**src/hw/rtl/gpr_pkg.sv**
```systemverilog
// Shared constants, types and codes for the grid path reachability search block.
package gpr_pkg;

   // Grid geometry.
   localparam int GRID_ROWS  = 16;
   localparam int GRID_COLS  = 16;
   localparam int CELL_COUNT = GRID_ROWS * GRID_COLS;
   localparam int CELL_W     = $clog2(CELL_COUNT);
   localparam int FILL_W     = $clog2(CELL_COUNT + 1);

   // Field widths as they appear on the ports.
   localparam int ROW_W      = 4;
   localparam int COL_W      = 4;
   localparam int REQ_DATA_W = 24;
   localparam int REQ_USER_W = 1;
   localparam int RSP_DATA_W = 8;

   // Request kinds carried in tuser.
   localparam logic KIND_WRITE  = 1'b0;
   localparam logic KIND_SEARCH = 1'b1;

   // One grid position.
   typedef struct packed {
      logic [ROW_W-1:0] row;
      logic [COL_W-1:0] col;
   } cell_type;

   // Request payload as packed into tdata, lowest field last in this list.
   typedef struct packed {
      logic [REQ_DATA_W-18:0] pad;
      logic [COL_W-1:0]       goal_col;
      logic [ROW_W-1:0]       goal_row;
      logic                   open;
      logic [COL_W-1:0]       col;
      logic [ROW_W-1:0]       row;
   } req_data_type;

   // Commands to the open and visited maps.
   typedef struct packed {
      logic              open_we;
      logic [CELL_W-1:0] open_addr;
      logic              open_wdata;
      logic              visit_we;
      logic [CELL_W-1:0] visit_addr;
      logic              visit_wdata;
      logic [CELL_W-1:0] rd_addr;
   } map_cmd_type;

   // Registered read data of both maps.
   typedef struct packed {
      logic open;
      logic visited;
   } map_rd_type;

   // Commands to the pending stack.
   typedef struct packed {
      logic     clear;
      logic     push;
      logic     pop;
      cell_type push_cell;
   } stk_cmd_type;

   // Pending stack status.
   typedef struct packed {
      logic     empty;
      logic     full;
      cell_type top;
   } stk_sts_type;

   // Neighbor directions in visiting order.
   typedef enum logic [1:0] {
      DIR_UP,
      DIR_DOWN,
      DIR_LEFT,
      DIR_RIGHT
   } dir_type;

   // Search sequencer states.
   typedef enum logic [2:0] {
      ST_INIT,
      ST_IDLE,
      ST_CLEAR,
      ST_SEED,
      ST_POP,
      ST_CUR,
      ST_SCAN,
      ST_RESULT
   } state_type;

endpackage

```
**src/hw/rtl/gpr_cell_maps.sv**
```systemverilog
// Open-cell map and visited map, each a one-bit synchronous memory.
module gpr_cell_maps (
   input  logic                clock,
   input  gpr_pkg::map_cmd_type cmd,
   output gpr_pkg::map_rd_type  rd
);
   import gpr_pkg::*;

   logic open_mem  [CELL_COUNT];
   logic visit_mem [CELL_COUNT];
   logic open_rd_ff;
   logic visit_rd_ff;

   // Open map: one write port, one registered read port.
   always_ff @(posedge clock) begin
      if (cmd.open_we) begin
         open_mem[cmd.open_addr] <= cmd.open_wdata;
      end
      open_rd_ff <= open_mem[cmd.rd_addr];
   end

   // Visited map: same shape, read at the same address.
   always_ff @(posedge clock) begin
      if (cmd.visit_we) begin
         visit_mem[cmd.visit_addr] <= cmd.visit_wdata;
      end
      visit_rd_ff <= visit_mem[cmd.rd_addr];
   end

   assign rd.open    = open_rd_ff;
   assign rd.visited = visit_rd_ff;

endmodule

```
**src/hw/rtl/gpr_stack.sv**
```systemverilog
// Pending-cell stack: a synchronous memory with a fill pointer.
module gpr_stack (
   input  logic                 clock,
   input  logic                 reset,
   input  gpr_pkg::stk_cmd_type  cmd,
   output gpr_pkg::stk_sts_type  sts
);
   import gpr_pkg::*;

   cell_type          stack_mem [CELL_COUNT];
   logic [FILL_W-1:0] fill_ff;
   logic [FILL_W-1:0] fill_in;
   logic [FILL_W-1:0] fill_dec;
   logic [CELL_W-1:0] top_addr;
   cell_type          top_ff;
   logic              full;
   logic              empty;

   // Status and the address of the entry on top.
   always_comb begin
      full     = (fill_ff == FILL_W'(CELL_COUNT));
      empty    = (fill_ff == '0);
      fill_dec = fill_ff - FILL_W'(1);
      top_addr = fill_dec[CELL_W-1:0];
   end

   // Fill pointer update; a push onto a full stack is dropped.
   always_comb begin
      fill_in = fill_ff;
      if (cmd.clear) begin
         fill_in = '0;
      end else if (cmd.push && !full) begin
         fill_in = fill_ff + FILL_W'(1);
      end else if (cmd.pop && !empty) begin
         fill_in = fill_dec;
      end
   end

   always_ff @(posedge clock) begin
      if (reset) begin
         fill_ff <= '0;
      end else begin
         fill_ff <= fill_in;
      end
   end

   // Stack storage with a registered read of the top entry on pop.
   always_ff @(posedge clock) begin
      if (cmd.push && !full) begin
         stack_mem[fill_ff[CELL_W-1:0]] <= cmd.push_cell;
      end
      if (cmd.pop && !empty) begin
         top_ff <= stack_mem[top_addr];
      end
   end

   assign sts.empty = empty;
   assign sts.full  = full;
   assign sts.top   = top_ff;

endmodule

```
**src/hw/rtl/gpr_walk_ctrl.sv**
```systemverilog
// Sequencer for maze writes, map clearing and the depth-first walk.
module gpr_walk_ctrl (
   input  logic                  clock,
   input  logic                  reset,
   input  logic                  req_valid,
   input  logic                  req_kind,
   input  gpr_pkg::req_data_type req_data,
   output logic                  req_ready,
   input  gpr_pkg::map_rd_type   map_rd,
   output gpr_pkg::map_cmd_type  map_cmd,
   input  gpr_pkg::stk_sts_type  stk_sts,
   output gpr_pkg::stk_cmd_type  stk_cmd,
   output logic                  res_valid,
   output logic                  res_found,
   input  logic                  res_ready
);
   import gpr_pkg::*;

   // Memory address of a grid position.
   function automatic logic [CELL_W-1:0] cell_addr(input cell_type c);
      int a;
      a = int'(c.row) * GRID_COLS + int'(c.col);
      return a[CELL_W-1:0];
   endfunction

   // True when the neighbor in direction d lies inside the grid.
   function automatic logic nb_inside(input cell_type c, input dir_type d);
      logic ok;
      ok = 1'b0;
      unique case (d)
         DIR_UP:    ok = (c.row != '0);
         DIR_DOWN:  ok = (int'(c.row) + 1 < GRID_ROWS);
         DIR_LEFT:  ok = (c.col != '0);
         DIR_RIGHT: ok = (int'(c.col) + 1 < GRID_COLS);
         default:   ok = 1'b0;
      endcase
      return ok;
   endfunction

   // Neighbor position in direction d.
   function automatic cell_type nb_cell(input cell_type c, input dir_type d);
      cell_type n;
      n = c;
      unique case (d)
         DIR_UP:    n.row = c.row - ROW_W'(1);
         DIR_DOWN:  n.row = c.row + ROW_W'(1);
         DIR_LEFT:  n.col = c.col - COL_W'(1);
         DIR_RIGHT: n.col = c.col + COL_W'(1);
         default:   n = c;
      endcase
      return n;
   endfunction

   state_type         state_ff;
   state_type         state_in;
   logic [CELL_W-1:0] clr_addr_ff;
   logic [CELL_W-1:0] clr_addr_in;
   cell_type          start_ff;
   cell_type          start_in;
   cell_type          goal_ff;
   cell_type          goal_in;
   logic              goal_ok_ff;
   logic              goal_ok_in;
   logic              found_ff;
   logic              found_in;
   cell_type          cur_ff;
   cell_type          cur_in;
   dir_type           issue_dir_ff;
   dir_type           issue_dir_in;
   logic              issue_more_ff;
   logic              issue_more_in;
   logic              chk_valid_ff;
   logic              chk_valid_in;
   cell_type          chk_cell_ff;
   cell_type          chk_cell_in;

   cell_type          req_cell;
   cell_type          req_goal;
   logic              req_in_grid;
   logic              clr_last;
   logic              goal_hit;
   logic              can_push;

   // Decoded request fields and shared conditions.
   always_comb begin
      req_cell.row = req_data.row;
      req_cell.col = req_data.col;
      req_goal.row = req_data.goal_row;
      req_goal.col = req_data.goal_col;
      req_in_grid  = (int'(req_data.row) < GRID_ROWS) && (int'(req_data.col) < GRID_COLS);
      clr_last     = (clr_addr_ff == CELL_W'(CELL_COUNT - 1));
      goal_hit     = goal_ok_ff && (stk_sts.top == goal_ff);
      can_push     = chk_valid_ff && map_rd.open && !map_rd.visited && !stk_sts.full;
   end

   // Next state.
   always_comb begin
      state_in = state_ff;
      unique case (state_ff)
         ST_INIT: begin
            if (clr_last) state_in = ST_IDLE;
         end
         ST_IDLE: begin
            if (req_valid && req_kind == KIND_SEARCH) begin
               state_in = req_in_grid ? ST_CLEAR : ST_RESULT;
            end
         end
         ST_CLEAR: begin
            if (clr_last) state_in = ST_SEED;
         end
         ST_SEED: state_in = ST_POP;
         ST_POP: begin
            state_in = stk_sts.empty ? ST_RESULT : ST_CUR;
         end
         ST_CUR: begin
            state_in = goal_hit ? ST_RESULT : ST_SCAN;
         end
         ST_SCAN: begin
            if (!issue_more_ff) state_in = ST_POP;
         end
         ST_RESULT: begin
            if (res_ready) state_in = ST_IDLE;
         end
         default: state_in = ST_IDLE;
      endcase
   end

   // Outputs: handshake, map and stack commands.
   always_comb begin
      req_ready = 1'b0;
      res_valid = 1'b0;
      map_cmd   = '0;
      stk_cmd   = '0;
      unique case (state_ff)
         ST_INIT: begin
            map_cmd.open_we   = 1'b1;
            map_cmd.open_addr = clr_addr_ff;
         end
         ST_IDLE: begin
            req_ready = 1'b1;
            if (req_valid && req_kind == KIND_WRITE && req_in_grid) begin
               map_cmd.open_we    = 1'b1;
               map_cmd.open_addr  = cell_addr(req_cell);
               map_cmd.open_wdata = req_data.open;
            end
         end
         ST_CLEAR: begin
            map_cmd.visit_we   = 1'b1;
            map_cmd.visit_addr = clr_addr_ff;
            stk_cmd.clear      = 1'b1;
         end
         ST_SEED: begin
            stk_cmd.push        = 1'b1;
            stk_cmd.push_cell   = start_ff;
            map_cmd.visit_we    = 1'b1;
            map_cmd.visit_addr  = cell_addr(start_ff);
            map_cmd.visit_wdata = 1'b1;
         end
         ST_POP: begin
            stk_cmd.pop = !stk_sts.empty;
         end
         ST_CUR: begin
            res_valid = 1'b0;
         end
         ST_SCAN: begin
            // Read the next neighbor while the previous one is checked.
            map_cmd.rd_addr = cell_addr(nb_cell(cur_ff, issue_dir_ff));
            if (can_push) begin
               stk_cmd.push        = 1'b1;
               stk_cmd.push_cell   = chk_cell_ff;
               map_cmd.visit_we    = 1'b1;
               map_cmd.visit_addr  = cell_addr(chk_cell_ff);
               map_cmd.visit_wdata = 1'b1;
            end
         end
         ST_RESULT: begin
            res_valid = 1'b1;
         end
         default: begin
            res_valid = 1'b0;
         end
      endcase
   end

   // Datapath registers of the walk.
   always_comb begin
      clr_addr_in   = '0;
      start_in      = start_ff;
      goal_in       = goal_ff;
      goal_ok_in    = goal_ok_ff;
      found_in      = found_ff;
      cur_in        = cur_ff;
      issue_dir_in  = issue_dir_ff;
      issue_more_in = issue_more_ff;
      chk_valid_in  = 1'b0;
      chk_cell_in   = chk_cell_ff;

      if (state_ff == ST_INIT || state_ff == ST_CLEAR) begin
         clr_addr_in = clr_last ? '0 : clr_addr_ff + CELL_W'(1);
      end

      if (state_ff == ST_IDLE && req_valid && req_kind == KIND_SEARCH) begin
         start_in   = req_cell;
         goal_in    = req_goal;
         goal_ok_in = (int'(req_data.goal_row) < GRID_ROWS) &&
                      (int'(req_data.goal_col) < GRID_COLS);
         found_in   = 1'b0;
      end

      if (state_ff == ST_CUR) begin
         cur_in        = stk_sts.top;
         issue_dir_in  = DIR_UP;
         issue_more_in = !goal_hit;
         if (goal_hit) found_in = 1'b1;
      end

      if (state_ff == ST_SCAN && issue_more_ff) begin
         chk_valid_in  = nb_inside(cur_ff, issue_dir_ff);
         chk_cell_in   = nb_cell(cur_ff, issue_dir_ff);
         issue_more_in = (issue_dir_ff != DIR_RIGHT);
         issue_dir_in  = dir_type'(issue_dir_ff + 2'd1);
      end
   end

   // Control registers.
   always_ff @(posedge clock) begin
      if (reset) begin
         state_ff      <= ST_INIT;
         clr_addr_ff   <= '0;
         issue_more_ff <= 1'b0;
         chk_valid_ff  <= 1'b0;
      end else begin
         state_ff      <= state_in;
         clr_addr_ff   <= clr_addr_in;
         issue_more_ff <= issue_more_in;
         chk_valid_ff  <= chk_valid_in;
      end
   end

   // Payload registers.
   always_ff @(posedge clock) begin
      start_ff     <= start_in;
      goal_ff      <= goal_in;
      goal_ok_ff   <= goal_ok_in;
      found_ff     <= found_in;
      cur_ff       <= cur_in;
      issue_dir_ff <= issue_dir_in;
      chk_cell_ff  <= chk_cell_in;
   end

   assign res_found = found_ff;

endmodule

```
**src/hw/rtl/grid_path_reachability_dfs.sv**
```systemverilog
// Top level of the grid maze reachability search block.
// The block keeps a 16 x 16 maze of open and wall cells and answers whether a
// goal cell can be reached from a start cell by up, down, left, right moves.
// Requests arrive on the req_ stream; tuser selects a cell write (0) or a
// search (1). A write gives no response. A search gives exactly one response
// on the rsp_ stream with path_found in rsp_tdata bit 0. A search first
// clears the visited map, one entry a cycle, seeds the stack, and then works
// through each cell it pops in steps: a stack read, a goal compare, and a
// scan that streams the four neighbor reads of the map memories through a
// registered read and a check stage. One request is worked on at a time.
// After reset the block clears the open map with req_tready low; every cell
// then reads as a wall.
// The response sits in an output register: while the receiver stalls, the
// block still accepts further requests, and a finished search waits until the
// register is free.
module grid_path_reachability_dfs (
   input  logic                           clock,
   input  logic                           reset,
   input  logic                           req_tvalid,
   output logic                           req_tready,
   // row[3:0], col[7:4], open[8], goal_row[12:9], goal_col[16:13], zero pad
   input  logic [gpr_pkg::REQ_DATA_W-1:0] req_tdata,
   // kind[0]
   input  logic [gpr_pkg::REQ_USER_W-1:0] req_tuser,
   output logic                           rsp_tvalid,
   input  logic                           rsp_tready,
   // path_found[0], zero pad
   output logic [gpr_pkg::RSP_DATA_W-1:0] rsp_tdata
);
   import gpr_pkg::*;

   req_data_type req_data;
   map_cmd_type  map_cmd;
   map_rd_type   map_rd;
   stk_cmd_type  stk_cmd;
   stk_sts_type  stk_sts;
   logic         res_valid;
   logic         res_found;
   logic         res_ready;
   logic         rsp_valid_ff;
   logic         rsp_valid_in;
   logic         rsp_found_ff;

   assign req_data = req_data_type'(req_tdata);

   gpr_cell_maps u_maps (
      .clock (clock),
      .cmd   (map_cmd),
      .rd    (map_rd)
   );

   gpr_stack u_stack (
      .clock (clock),
      .reset (reset),
      .cmd   (stk_cmd),
      .sts   (stk_sts)
   );

   gpr_walk_ctrl u_ctrl (
      .clock     (clock),
      .reset     (reset),
      .req_valid (req_tvalid),
      .req_kind  (req_tuser[0]),
      .req_data  (req_data),
      .req_ready (req_tready),
      .map_rd    (map_rd),
      .map_cmd   (map_cmd),
      .stk_sts   (stk_sts),
      .stk_cmd   (stk_cmd),
      .res_valid (res_valid),
      .res_found (res_found),
      .res_ready (res_ready)
   );

   // Output register: loads a finished search when empty or being drained.
   always_comb begin
      res_ready    = !rsp_valid_ff || rsp_tready;
      rsp_valid_in = rsp_valid_ff;
      if (res_valid && res_ready) begin
         rsp_valid_in = 1'b1;
      end else if (rsp_tready) begin
         rsp_valid_in = 1'b0;
      end
   end

   always_ff @(posedge clock) begin
      if (reset) begin
         rsp_valid_ff <= 1'b0;
      end else begin
         rsp_valid_ff <= rsp_valid_in;
      end
   end

   always_ff @(posedge clock) begin
      if (res_valid && res_ready) begin
         rsp_found_ff <= res_found;
      end
   end

   assign rsp_tvalid = rsp_valid_ff;
   assign rsp_tdata  = RSP_DATA_W'(rsp_found_ff);

`ifndef SYNTHESIS
   // Each cell is pushed at most once, so a push never meets a full stack.
   assert property (@(posedge clock) disable iff (reset)
      stk_cmd.push |-> !stk_sts.full)
      else $error("push onto a full stack");

   // The stack is never pushed and popped in the same cycle.
   assert property (@(posedge clock) disable iff (reset)
      !(stk_cmd.push && stk_cmd.pop))
      else $error("stack push and pop together");

   // No request is taken while a search result is being handed over.
   assert property (@(posedge clock) disable iff (reset)
      res_valid |-> !req_tready)
      else $error("request accepted while a result is pending");

   // A result loaded into the output register shows up in the next cycle.
   assert property (@(posedge clock) disable iff (reset)
      (res_valid && res_ready) |=> (rsp_tvalid && rsp_tdata[0] == $past(res_found)))
      else $error("response register lost a result");
`endif

endmodule

```
**config.mk**
```make
export PLATFORM = sky130hd
export DESIGN_NAME = grid_path_reachability_dfs
export DESIGN_NICKNAME = d
export VERILOG_FILES = /design/src/hw/rtl/gpr_pkg.sv /design/src/hw/rtl/gpr_cell_maps.sv /design/src/hw/rtl/gpr_stack.sv /design/src/hw/rtl/gpr_walk_ctrl.sv /design/src/hw/rtl/grid_path_reachability_dfs.sv
export SDC_FILE = /design/constraint.sdc
export NUM_CORES = 2
export LEC_CHECK = 0
export BUFFER_PORTS_ARGS = -buffer_cell sky130_fd_sc_hd__buf_2
export CORE_MARGIN = 2
export CORE_UTILIZATION = 45
export DETAILED_ROUTE_END_ITERATION = 7
export PLACE_DENSITY_LB_ADDON = 0.3
export SETUP_SLACK_MARGIN = 0.1
export SLEW_MARGIN = 20
export SYNTH_ARGS = -nofsm -noshare
export SYNTH_HDL_FRONTEND = slang
export SYNTH_SLANG_ARGS = --single-unit
```
**constraint.sdc**
```tcl
create_clock -name clock -period 7.1 [get_ports clock]
set_input_delay 1.42 -clock clock [delete_from_list [all_inputs] [get_ports clock]]
set_output_delay 1.42 -clock clock [all_outputs]
set_load 0.01 [all_outputs]
```
# Yosys cells after proc, flatten, opt, wreduce, memory -nomap -nowiden
# Memories as Yosys holds them, arrays and structs flattened. A register that Yosys moved wholly into a read port is not among the register bits.
# Cells that the tools add are included.
op_classes:
  n_lt_le_gt_ge: 2
  n_eq_ne: 19
  reduce_logical: 30
  addsub: 14
  n_bitwise: 3
  muxes: 45
op_table:
  columns: ["operator", "count"]
  rows:
  - ["$lt 32x6->1 const B", 2]
  - ["$add 8x4->8", 4]
  - ["$pmux 9 s3", 1]
  - ["$pmux 3 s8", 1]
  - ["$mux 1", 20]
  - ["$mux 10", 2]
  - ["$mux 9", 2]
  - ["$pmux 9 s2", 1]
  - ["$mux 8", 2]
  - ["$pmux 4 s2", 2]
  - ["$pmux 8 s2", 1]
  - ["$mux 3", 5]
  - ["$eq 3x3->1 const B", 4]
  - ["$logic_and 1x1->1", 11]
  - ["$add 4x1->5 const B", 2]
  - ["$add 9x1->9 const B", 1]
  - ["$eq 9x9->1 const B", 1]
  - ["$logic_not 9->1", 1]
  - ["$sub 9x1->9 const B", 1]
  - ["$add 4x1->4 const B", 2]
  - ["$add 8x1->8 const B", 1]
  - ["$eq 8x8->1", 1]
  - ["$eq 8x8->1 const B", 1]
  - ["$mux 4", 2]
  - ["other kinds (21)", 42]
totals:
  wordCells: 133
  mem_bits_rw: 2560
  reg_bits: 59
  memories: 3
  output_inout_bits: 10
mem_list:
  columns: ["name", "depth", "width", "read_ports", "rd_ports_with_merged_regs", "wr", "line_no", "rtl"]
  rows:
  - ["u_stack.stack_mem", 256, 8, 1, 1, 1, "gpr_stack.sv:10", "cell_type stack_mem [CELL_COUNT];"]
  - ["u_maps.open_mem", 256, 1, 1, 1, 1, "gpr_cell_maps.sv:9", "logic open_mem [CELL_COUNT];"]
  - ["u_maps.visit_mem", 256, 1, 1, 1, 1, "gpr_cell_maps.sv:10", "logic visit_mem [CELL_COUNT];"]

# Longest topological paths before layout
logic_depth:
  ltp_word: 8
  depth_mapped: 18
  depth_no_buf: 13

# Cells and area by module
# From an unflattened synthesis, not the netlist that was laid out.
unflattened:
  cells_unflattened: 5533
  hier_area_um2: 104651.6
modules_own_cells:
  columns: ["module", "area_each_um2", "cells_each", "n_inst"]
  rows:
  - ["gpr_stack", 79411.2, 3678, 1]
  - ["gpr_cell_maps", 22456.5, 1610, 1]
  - ["gpr_walk_ctrl", 2635.0, 230, 1]
  - ["grid_path_reachability_dfs", 148.9, 15, 1]

# Worst setup path after synthesis
# No wires, ideal clock.
synth_path:
  path_kind: "reg2reg"
  start: "register u_stack.fill_ff[0]"
  end: "memory u_maps.visit_mem[112] (enable)"
  path_stages_with_launch: 19
  arrival_time_ns: 6.851
  slack_ns: -0.005
  path_buffers: 7
  cell_sequence: "dfxtp_1 -> clkbuf_1 -> buf_2 -> buf_4 -> buf_2 -> inv_1 -> ha_1 -> or3b_2 -> clkbuf_1 -> nor2_1 -> nand2_1 -> and2_1 -> buf_2 -> a22o_1 -> a21oi_1 -> and2_1 -> o211ai_1 -> clkbuf_1 -> nor2_1"
synth_via:
  elab_chain_len: 7
synth_lines:
  columns: ["item", "line_no", "rtl"]
  rows:
  - ["from (decl)", "gpr_stack.sv:11", "logic [FILL_W-1:0] fill_ff;"]
  - ["from (signal assigned)", "gpr_stack.sv:43", "fill_ff <= fill_in;"]
  - ["$eq 9x9->1 (*)", "gpr_stack.sv:21", "full = (fill_ff == FILL_W'(CELL_COUNT));"]
  - ["$logic_not 1->1 (*)", "gpr_walk_ctrl.sv:93", "can_push = chk_valid_ff && map_rd.open && !map_rd.visited && !stk_sts.full;"]
  - ["$logic_and 1x1->1 (*)", "gpr_walk_ctrl.sv:93", null]
  - ["$mux 10 (*)", "gpr_walk_ctrl.sv:168", "if (can_push) begin"]
  - ["$pmux 9 s3 (*)", "gpr_walk_ctrl.sv:134", "unique case (state_ff)"]
  - ["$mux 1", "gpr_cell_maps.sv:24", "if (cmd.visit_we) begin"]
  - ["$mux 1 (not written as such)", "gpr_cell_maps.sv:25", "visit_mem[cmd.visit_addr] <= cmd.visit_wdata;"]
  - ["to (decl)", "gpr_cell_maps.sv:10", null]
# Every way passes the cells marked *; elsewhere a longest branch is shown, timed or not.

# Worst setup path in the final report
layout_path:
  start: "register u_ctrl.issue_dir_ff[0]"
  end: "register u_maps.visit_rd_ff (read register of u_maps.visit_mem)"
layout_via:
  elab_chain_len: 5
  word_cells_on_any_way: 10
layout_lines:
  columns: ["item", "line_no", "rtl"]
  rows:
  - ["from (decl)", "gpr_walk_ctrl.sv:68", "dir_type issue_dir_ff;"]
  - ["from (signal assigned)", "gpr_walk_ctrl.sv:247", "issue_dir_ff <= issue_dir_in;"]
  - ["$eq 2x2->1 (tied with other cells)", "gpr_walk_ctrl.sv:44", "unique case (d)"]
  - ["$pmux 4 s2", "gpr_walk_ctrl.sv:44", null]
  - ["$mux 4", "gpr_walk_ctrl.sv:134", null]
  - ["$add 8x4->8 (*)", "gpr_walk_ctrl.sv:22", "a = int'(c.row) * GRID_COLS + int'(c.col);"]
  - ["$mux 8 (*)", "gpr_walk_ctrl.sv:134", null]
  - ["to (decl)", "gpr_cell_maps.sv:12", "logic visit_rd_ff;"]
# Every way passes the cells marked *; elsewhere a longest branch is shown, timed or not. The select of a mux whose other input is x is not followed.
# A chain may end at the register's enable or synchronous reset.

==> results_dict.tcl <==
set metrics [dict create \
    status "finished clean" \
    yosys_warnings 0 \
    finalHoldViolations 0 \
    finalClockSkew_ps 47.6 \
    grt_use_total 0.223 \
    yosysTopAreaCell "edfxtp_1" \
    cts_tree "yes" \
    finalCriticalPeriod_ps 5320 \
    required_ps 7880 \
    die_x_microns 488 \
    cts_root_buffer "clkbuf_16" \
    cts-hold-fix-buffers 0 \
    cpPeakStageDelay_ps 790 \
    multi_input_area_sq_um 25300 \
    synth_top_area_share 0.742 \
    yosysMostFrequentCell "edfxtp_1" \
    slowest_stage "xnor2_1" \
    firstDrtPassIters 6 \
    grt_pass1_vias 54000 \
    n_fill_cell 18500 \
    syn_area_per_cell_sq_um 18.8 \
    cap_violations 0 \
    io_pins 39 \
    synthToLayoutAreaGrowth_pct 12.3 \
    cts.repair.resized 0 \
    seq_area_sq_um 78700 \
    ys_ff_latch 2629 \
    synthesis.area_sq_um 105000 \
    core-area_sq_um 233000 \
    clock_latency_ps 930 \
    overflow 0 \
    die_area_sq_um 238000 \
    r2r_slack_ps 1780 \
    grt_max_degree 259 \
    ys_seq_area_frac 0.747 \
    layout-drive-gt1-share 0.217 \
    crit_chain "ha_1 -> inv_1 -> ha_1 -> xnor2_1 -> mux2i_4 -> buf_4 -> inv_2 -> buf_4 -> mux4_2 -> a22o_1 -> o221ai_1 -> a211oi_1 -> o41ai_1 -> o22ai_1" \
    setup-tns-final_ps 0 \
    r2r-end "u_maps.visit_rd_ff" \
    place_congestion 0.829 \
    dpl_worst_slack_ps 1860 \
    dominantRegCellSynth "edfxtp_1" \
    fin_crit_sh 0.749 \
    crit_type "register to register" \
    dieHeight_microns 488 \
    final_util 0.508 \
    ys_types 75 \
    ff2ff_path_depth 14 \
    drtIter0Drc 7065 \
    placed_area_sq_um 109000 \
    synthTopCellsByCount "2603 x edfxtp_1, 847 x nor2_1, 684 x mux4_2" \
    finalSetupViolations 0 \
    grt_pass1_wl_mm 384 \
    placed_cells 8508 \
    start_util 0.453 \
    fin_cells 9001 \
    cp.arrival_ps 6090 \
    num_rows 177 \
    fin_area_sq_um 118000 \
    p_per_area_nw_per_um2 265 \
    detail-route-antenna-nets 0 \
    ys_async_sr_fraction 0 \
    slew_headroom 0.198 \
    end_kind "register" \
    routed-via-count 54900 \
    numCtsBuffers 284 \
    power_mw 31.3 \
    critical_path_buf_inv_count 4 \
    cp-start-kind "register" \
    wirelength_mm 266 \
    whs_ps 452 \
    synth_edf_count 2603 \
    route.detailed.drc 0 \
    max_freq_ghz 0.188 \
    clk_pin_slew_worst_paths_ps 60 \
    postCtsSetupBuffers 0 \
    antenna_found_initial 14 \
    cts_max_level 5 \
    hold_path_class "register to register" \
    cp_max_fo 34 \
    nets 5709 \
    clk_path_buf_depth 4 \
    synth_cells 5603 \
    cp_top_family "buffers and inverters" \
    rsz0062_at_grt "false" \
    vias_per_cell 6.10 \
    whs_path_depth 0 \
    p_leak_nw 28.4 \
    worstHoldEndpoint "rsp_found_ff" \
    clock-sinks 2629 \
    io_buffers 24 \
    post-dp-hpwl_mm 152 \
    worst_pin_slew_ps 1200 \
    finalWorstSetupSlack_ps 1780 \
    min-delay-start "u_ctrl.res_found" \
    final-max-slew-violation-count 0 \
    vdd_drop_max_mv 0.189 \
    rr_startpoint "u_ctrl.issue_dir_ff[0]" \
    synth.area.top_cells "edfxtp_1 74%, mux4_2 15%, nor2_1 3.0%, clkbuf_1 0.97%, nand2_1 0.95%" \
    wl_per_cell_microns 29.6 \
]
==> final cells by class <==
| cell class | instances | area share |
|---|---|---|
| repair buffers | 140 | 0.0107 |
| flip-flops and latches | 2629 | 0.665 |
| well taps | 3132 | 0.0331 |
| multi-input cells | 2584 | 0.214 |
| clock buffers | 371 | 0.0654 |
| inverters | 24 | 0.000772 |
| diodes | 5 | 0.000106 |
| clock inverters | 116 | 0.0102 |
==> layer usage <==
| metal | vias up | track usage | part of all wire | wire, microns |
|---|---|---|---|---|
| met3 | 528 | 0.0408 | 0.088 | 23400 |
| li1 | 22700 | - | - | - |
| met5 | - | 0 | 0.00021 | 55 |
| met1 | 29100 | 0.318 | 0.41 | 108000 |
| met2 | 2648 | 0.351 | 0.47 | 126000 |
| met4 | 8 | 0.0695 | 0.032 | 8620 |
==> report_power, final <==
part	internal, mW	switching (mW)
Combinational	0.0136	0.0511
Sequential	16.8	0.00601
Clock	8.59	5.83
==> cell usage in the layout (no fill, tap or decap), drive strengths merged, types with 39 or more instances in the layout <==
cell type	count
edfxtp	2603
nor2	847
mux4	684
clkbuf	371
nand2	267
buf	140
o21ai	87
clkinv	84
a21oi	77
nor3	51
nand3	45
o211ai	39
==> flip-flops by register name, indices dropped and copies added, names as in the netlist, 2 cells and up <==
signal               cells
u_ctrl.chk_cell_ff       8
u_ctrl.clr_addr_ff       8
u_ctrl.cur_ff            8
u_ctrl.goal_ff           8
u_ctrl.issue_dir_ff      2
u_ctrl.start_ff          8
u_ctrl.state_ff          3
u_maps.open_mem        256
u_maps.visit_mem       256
u_stack.fill_ff          9
u_stack.stack_mem     2048
u_stack.sts              8
==> kinds of logic after synthesis <==
logic type,Yosys count,share of synthesized area
AO/OA/AOI/OAI,433,0.0282
adder cells (fa/ha/maj),17,0.00216
flip-flops,2629,0.747
other,1,0.0000356
buffers and inverters,396,0.0150
multiplexers,736,0.151
XOR/XNOR,27,0.00225
AND/OR/NAND/NOR,1364,0.0539
==> how the worst max path moves through the flow <==
stage | startpoint | endpoint | cells after the start
floorplan | req_tuser | u_maps.open_mem[0] | 4
global placement | u_ctrl.issue_dir_ff[0] | u_maps.visit_rd_ff | 14
detailed placement | u_ctrl.issue_dir_ff[0] | u_maps.visit_rd_ff | 14
CTS | u_ctrl.issue_dir_ff[0] | u_maps.visit_rd_ff | 14
global route | u_ctrl.issue_dir_ff[0] | u_maps.visit_rd_ff | 14
finish | u_ctrl.issue_dir_ff[0] | u_maps.visit_rd_ff | 14
(Power assumes the default switching activity.)
